==> src/hw/rtl/point_triangle_closest_point_unit_assert.svh <==
// assertion macros for the closest point unit
// expects clk and rst_n in the scope of the including module
`ifndef POINT_TRIANGLE_CLOSEST_POINT_UNIT_ASSERT_SVH
`define POINT_TRIANGLE_CLOSEST_POINT_UNIT_ASSERT_SVH

// same-cycle implication, checked outside reset
`define PTCP_ASSERT_IMP(lbl, ante, cons, msg) \
  lbl: assert property (@(posedge clk) disable iff (!rst_n) (ante) |-> (cons)) \
    else $error(msg);

// next-cycle implication, checked outside reset
`define PTCP_ASSERT_NXT(lbl, ante, cons, msg) \
  lbl: assert property (@(posedge clk) disable iff (!rst_n) (ante) |=> (cons)) \
    else $error(msg);

`endif

==> src/hw/rtl/ptcp_pkg.sv <==
// shared widths, region codes and pipeline types of the closest point unit
// no dependencies
package ptcp_pkg;

  localparam int COORD_W   = 32;
  localparam int FRAC_W    = 16;
  localparam int DIFF_W    = COORD_W + 1;
  localparam int PROD_W    = 2 * DIFF_W;
  localparam int DOT_W     = PROD_W + 2;
  localparam int HALF_W    = DOT_W / 2;
  localparam int XPROD_W   = 2 * DOT_W;
  localparam int WIDE_W    = XPROD_W + 2;
  localparam int WT_W      = FRAC_W + 1;
  localparam int DIV_LAT   = FRAC_W + 1;
  localparam int WP_W      = WT_W + 1 + COORD_W;
  localparam int WS_W      = WP_W + 2;
  localparam int DD_W      = COORD_W + 1;
  localparam int SQ_W      = 2 * DD_W;
  localparam int SQS_W     = SQ_W + 2;
  localparam int DIST_W    = 31;
  localparam int ROOT_IN_W = 2 * DIST_W;
  localparam int RT_W      = ROOT_IN_W + 2;
  localparam int SQ_STAGES = (ROOT_IN_W / 2 + 1) / 2;
  localparam int IN_W      = 12 * COORD_W;
  localparam int OUT_FLD_W = DIST_W + 3 * COORD_W + 3 * WT_W;
  localparam int OUT_W     = ((OUT_FLD_W + 7) / 8) * 8;
  localparam int OUT_PAD_W = OUT_W - OUT_FLD_W;

  localparam logic [WT_W-1:0]   WT_ONE   = WT_W'(1) << FRAC_W;
  localparam logic [DIST_W-1:0] DIST_MAX = {DIST_W{1'b1}};

  // region of the closest point
  localparam logic [2:0] REG_VA    = 3'd0;
  localparam logic [2:0] REG_VB    = 3'd1;
  localparam logic [2:0] REG_EAB   = 3'd2;
  localparam logic [2:0] REG_VC    = 3'd3;
  localparam logic [2:0] REG_EAC   = 3'd4;
  localparam logic [2:0] REG_EBC   = 3'd5;
  localparam logic [2:0] REG_FACE  = 3'd6;
  localparam logic [2:0] REG_DEGEN = 3'd7;

  typedef logic [2:0][COORD_W-1:0] vec3_t;
  typedef logic [5:0][DOT_W-1:0]   dot6_t;

  typedef struct packed {
    vec3_t      p;
    vec3_t      a;
    vec3_t      b;
    vec3_t      c;
    logic [2:0] region;
  } side_t;

  typedef struct packed {
    vec3_t           closest;
    logic [WT_W-1:0] wa;
    logic [WT_W-1:0] wb;
    logic [WT_W-1:0] wc;
    logic            degen;
    logic            big;
  } res_t;

endpackage

==> src/hw/rtl/ptcp_sqrt.sv <==
// pipelined integer square root, two result bits per stage
// depends on ptcp_pkg
module ptcp_sqrt import ptcp_pkg::*; (
  input  logic                 clk,
  input  logic                 en,
  input  logic [ROOT_IN_W-1:0] s_i,
  output logic [DIST_W-1:0]    root_o
);

  function automatic logic [2*RT_W-1:0] isq_step(input logic [RT_W-1:0] s,
                                                 input logic [RT_W-1:0] r,
                                                 input logic [RT_W-1:0] b);
    logic [RT_W-1:0] t;
    t = r + b;
    if (s >= t) return {s - t, (r >> 1) + b};
    return {s, r >> 1};
  endfunction

  logic [RT_W-1:0] s_r [SQ_STAGES];
  logic [RT_W-1:0] r_r [SQ_STAGES];

  for (genvar j = 0; j < SQ_STAGES; j++) begin : g_stage
    localparam logic [RT_W-1:0] B1 = RT_W'(1) << (ROOT_IN_W - 4 * j);
    localparam logic [RT_W-1:0] B2 = RT_W'(1) << (ROOT_IN_W - 2 - 4 * j);
    logic [RT_W-1:0] s_in, r_in, s_mid, r_mid, s_nxt, r_nxt;

    if (j == 0) begin : g_first
      assign s_in = RT_W'(s_i);
      assign r_in = '0;
    end else begin : g_next
      assign s_in = s_r[j-1];
      assign r_in = r_r[j-1];
    end

    always_comb begin
      {s_mid, r_mid} = isq_step(s_in, r_in, B1);
      {s_nxt, r_nxt} = isq_step(s_mid, r_mid, B2);
    end

    always_ff @(posedge clk) begin
      if (en) begin
        s_r[j] <= s_nxt;
        r_r[j] <= r_nxt;
      end
    end
  end

  assign root_o = r_r[SQ_STAGES-1][DIST_W-1:0];

endmodule
==> config.mk <==
export PLATFORM = sky130hd
export DESIGN_NAME = ptcp_sqrt
export DESIGN_NICKNAME = d
export VERILOG_FILES = /design/src/hw/rtl/point_triangle_closest_point_unit_assert.svh /design/src/hw/rtl/ptcp_pkg.sv /design/src/hw/rtl/ptcp_sqrt.sv
export SDC_FILE = /design/constraint.sdc
export NUM_CORES = 2
export LEC_CHECK = 0
export ABC_AREA = 0
export ABC_CLOCK_PERIOD_IN_PS = 14100
export BUFFER_PORTS_ARGS = -buffer_cell sky130_fd_sc_hd__buf_4
export CORE_ASPECT_RATIO = 1.25
export CORE_MARGIN = 10
export CORE_UTILIZATION = 32
export CTS_CLUSTER_SIZE = 14
export DETAILED_ROUTE_END_ITERATION = 7
export PLACE_DENSITY = 0.44
export SYNTH_ARGS = -nofsm -noshare
export SYNTH_HDL_FRONTEND = slang
export SYNTH_SLANG_ARGS = --single-unit
==> constraint.sdc <==
create_clock -name clk -period 14.1 [get_ports clk]
set_input_delay 0.705 -clock clk [delete_from_list [all_inputs] [get_ports clk]]
set_output_delay 0.705 -clock clk [all_outputs]
set_load 0.02 [all_outputs]
Word level (Yosys, flattened, before mapping)

Memories as Yosys holds them, arrays and structs flattened.
Index checks and enable logic that the tools add are counted.

Logic and storage cells: 226
Output and inout bits: 31
Memories: 2
Bits in registers: 0
RAM bits: 2048

Memories:

| memory | depth | width | read ports | clocked after memory_dff | wr ports | line            | text |
|---|---|---|---|---|---|---|---|
| r_r    | 16    | 64    | 16         | 0                        | 16       | ptcp_sqrt.sv:20 | `logic [RT_W-1:0] r_r [SQ_STAGES];` |
| s_r    | 16    | 64    | 15         | 0                        | 16       | ptcp_sqrt.sv:19 | `logic [RT_W-1:0] s_r [SQ_STAGES];` |

Add/subtract/negate cells: 94
Mux-type cells: 98
Magnitude comparators: 32

Operators with widths:

| cell                   | number |
|---|---|
| $mux 128               | 64 |
| $ge 64x64->1           | 31 |
| $sub 64x64->64         | 31 |
| $add 63x1->64 const B  | 1 |
| $add 63x11->64 const B | 1 |
| $add 63x13->64 const B | 1 |
| $add 63x15->64 const B | 1 |
| $add 63x17->64 const B | 1 |
| $add 63x19->64 const B | 1 |
| $add 63x21->64 const B | 1 |
| $add 63x23->64 const B | 1 |
| $add 63x25->64 const B | 1 |
| $add 63x27->64 const B | 1 |
| $add 63x29->64 const B | 1 |
| $add 63x3->64 const B  | 1 |
| $add 63x31->64 const B | 1 |
| $add 63x33->64 const B | 1 |
| $add 63x35->64 const B | 1 |
| $add 63x37->64 const B | 1 |
| $add 63x39->64 const B | 1 |
| $add 63x41->64 const B | 1 |
| $add 63x43->64 const B | 1 |
| $add 63x45->64 const B | 1 |
| $add 63x47->64 const B | 1 |
| other kinds (44)       | 77 |

Longest topological paths before layout

An unclocked memory read counts as a cell.

Depth in word-level cells: 9
Mapped depth: 31

Worst setup path after synthesis

Ideal clock, no wire load.

Path kind: register to register
From: memory s_r[1][120] (netlist name)
To: memory s_r[1][152] (netlist name) (data pin)
Slack: 7459 ps
Clock period less this slack: 6641 ps
Arrival time: 6381 ps
Cell stages (with the launch flop): 23
Buffers on the path: 4
Library setup time: 260 ps
Required time: 13840 ps
Cell sequence: edfxtp_1 or3_1 or3_1 nor3_1 nand3b_1 nand2b_1 nor3_1 clkbuf_1 clkbuf_1 buf_1 mux2_2 ha_1 and3_1 nand4_1 or3_1 or4_1 a41o_1 a21bo_2 nand2_1 or3_1 nand3b_1 clkbuf_1 mux2_2

RTL lines:

| item               | line |
|---|---|
| start: declaration | ptcp_sqrt.sv:19 |

==> out/summary.txt <==
Die W -> 468 µm
Worst clock skew -> 0.0827 ns
Nets@finish -> 8766
Final WS setup -> 5.70 ns
Vias in the first global route -> 62300
Max_slew headroom -> 20.0%
Share of cells above drive strength 1 -> 6.28%
Avg Cell Area, Syn -> 9.99 µm²
Synth warn -> 0
Post-synth ARST share -> 0%
HPWL after DPL -> 206000 µm
Antenna violations before repair -> 3
Number of synthesized flops with an enable pin -> 1215
Post-Synthesis Cell Area -> 80200 µm²
Tmin final -> 8.40 ns
Crit path arrival time -> 8.93 ns
Root Buffer -> clkbuf_16
Overflow after GRT -> 0
# fillers -> 25000
Initial Util -> 32.1%
Largest fanout on the critical path -> 56
P per Cell Area -> 178 nW/µm²
Io pins -> 95
Leakage -> 34.0 nW
Outcome -> completed
Detail Route Antenna Nets -> 0
Worst Tran Pin Value -> 1.19 ns
Via/cell ratio -> 5.30
Int Power -> 0.00971 W
Distinct cells, synth -> 91
Area growth, synth to finish -> 12.2%
IO Port Bufs -> 94
First drt pass iteration count -> 6
First-pass GRT wire length -> 386000 µm
Synth area leaders -> edfxtp_1, ha_1, xnor2_1
Clock-pin slew on the worst setup and hold paths -> 0.06 ns
Final Hold Viols -> 0
CTS H-tree lvls -> 4
Top-count cell post-synth -> edfxtp_1
P_sw -> 0.00629 W
Core area -> 250000 µm²
Multi-input logic area -> 41300 µm²
Critical path class -> reg -> reg
Pre-CTS WS -> 5.67 ns
Die H -> 580 µm
RSZ-0062 raised after global routing -> false
Sequential Area -> 36500 µm²
Reg power frac -> 33.8%
Post-CTS Setup Repair Bufs -> 0
FP Rows -> 205
Tot GR Track Use -> 18.2%
Dominant cell type by area after synthesis -> edfxtp_1
CP Launch Type -> flip-flop
Largest net degree at the start of global routing -> 168
DRC -> 0
Max Slew Vio Count -> 0
1st-iter DRT viols -> 3837
Layout Cells excl Fill -> 11600
Vias -> 61500
Setup TNS -> 0 ns
Hold Path Class -> in -> reg
Placed insts -> 11300
CTS max path bufs -> 4
CP Data Required Time -> 14.63 ns
Commonest cells in the synthesized netlist -> edfxtp_1, nand2_1, nor2_1
Sequential share of the synthesized area -> 45.5%
Clock power share -> 23.6%
Post-DR wirelength/cell -> 22.1 µm
Top cell type's share of synthesized area -> 45.5%
Final period util -> 59.6%
Routability cong. -> 0.917
Syn_nets -> 8631
Gate power share -> 42.6%
Post-Synthesis Cells -> 8028
Die area -> 271000 µm²
Num CTS Buffers -> 150
VDD IR max -> 0.0000997 V
Predominant post-synthesis flop cell -> edfxtp_1
Reg2Reg Setup Slack -> 5.70 ns
Critical path capture point type -> flip-flop
Sw frac -> 39.3%
Clk sinks -> 1215
Clk_lat worst skew -> 0.86 ns
Yosys reg bits -> 1215
Routed WL -> 257000 µm
CTS tree -> done
Max Fclk -> 119 MHz
Max_cap viols -> 0
Final setup viols -> 0
==> worst max-delay path: stages (launching register included) <==
cell and delay, ns:
edfxtp_1 0.64, inv_1 0.14, ha_1 0.36, nor2b_1 0.17, o31a_1 0.29, o31ai_1 0.73
a211oi_1 0.27, o31ai_1 0.28, buf_4 0.24, nand2_1 0.18, buf_4 0.34, inv_2 0.44
nor2_1 0.10, nor2_1 0.16, ha_1 0.25, nand3_1 0.25, nor2_1 0.33, nand4_1 0.18
nor4_1 0.46, o21bai_1 0.23, a31oi_1 0.40, nor4b_1 0.17, nand4_1 0.12, buf_4 0.48
nand3_1 0.39, nor4b_1 0.40, xor2_1 0.12
==> power groups by stage <==
stage	logic (W)	clock network (W)	registers [W]
floorplan	0.00501	0	0.00516
global placement	0.00678	0	0.00549
detailed placement	0.00675	0	0.00549
CTS	0.00682	0.00391	0.00542
global route	0.00755	0.00405	0.00547
finish	0.00682	0.00378	0.00541
==> what timing repair did <==
action | CTS | global route
hold buffers | 51 | 0
hold endpoints to repair | 51 | 0
gates resized for setup | 0 | 0
==> state kept, by name (all words and copies together), names as in the netlist <==
| register | count |
|---|---|
| r_r | 256 |
| s_r | 959 |
==> through the flow <==
step	instance area (µm²)	utilization (%)	hold WS, ns	power [W]
2_1_floorplan	80200	-	0.417	0.0102
3_3_place_gp	84700	33.9	0.430	0.0123
3_5_place_dp	84700	33.9	0.433	0.0122
4_1_cts	90000	36.0	0.00235	0.0162
5_1_grt	90000	36.0	0.0253	0.0171
6_report	90000	36.0	0.0710	0.0160
==> kinds of logic after synthesis <==
group                      share of synthesized area, %
AOI/OAI and AO/OA                                  15.0
xor gates and xnor gates                           9.13
adders and majority gates                          8.42
buffers and inverters                              3.10
DFF                                                45.5
muxes                                              1.31
and+or+nand+nor                                    17.6
==> per-layer routing <==
layer / GRT usage [%] / up-vias / part of all wire (%)
met1: 20.6 / 29600 / 40
met2: 34.6 / 1217 / 53
li1: - / 30200 / -
met4: 6.95 / 0 / 4.2
met5: 0 / - / 0
met3: 1.77 / 409 / 2.8
==> cell usage in the layout (no fill, tap or decap), types with 26 or more instances in the layout <==
master and count:
a211oi_1 54, a21boi_0 31, a21o_1 246, a21oi_1 640, a31oi_1 52, and2_1 54, and3_1 51, and4_1 29
buf_4 132, clkbuf_16 152, clkinv_1 26, clkinv_2 28, dlygate4sd3_1 51, edfxtp_1 1215, ha_1 539, inv_1 447
mux2_2 52, nand2_1 661, nand2b_1 86, nand3_1 215, nand4_1 148, nor2_1 647, nor2b_1 84, nor3_1 218
nor3b_1 31, nor4_1 236, nor4b_1 31, o211ai_1 41, o21a_1 98, o21ai_0 373, o21bai_1 53, o31ai_1 55
or2_2 42, or3_1 91, or4_1 40, xnor2_1 522, xor2_1 314
==> final cells by class <==
cell class	instances	share of cell area (%)
sequential	1215	40.6
inverter	456	1.90
timing repair buffer	187	1.76
clock buffer	169	4.30
tap	3312	4.61
clock inverter	94	0.960
multi-input combinational	6153	45.9
antenna	4	0.0111
==> worst paths after layout <==
path	from	to	cells after the start
setup / recovery	r_r[1][208]	s_r[1][319]	26
hold / removal	s_i[19]	s_r[0][19]	1
setup reg to reg	r_r[1][208]	s_r[1][319]	26
hold reg to reg	s_r[0][157]	s_r[0][221]	0
(Power assumes the default switching activity.)
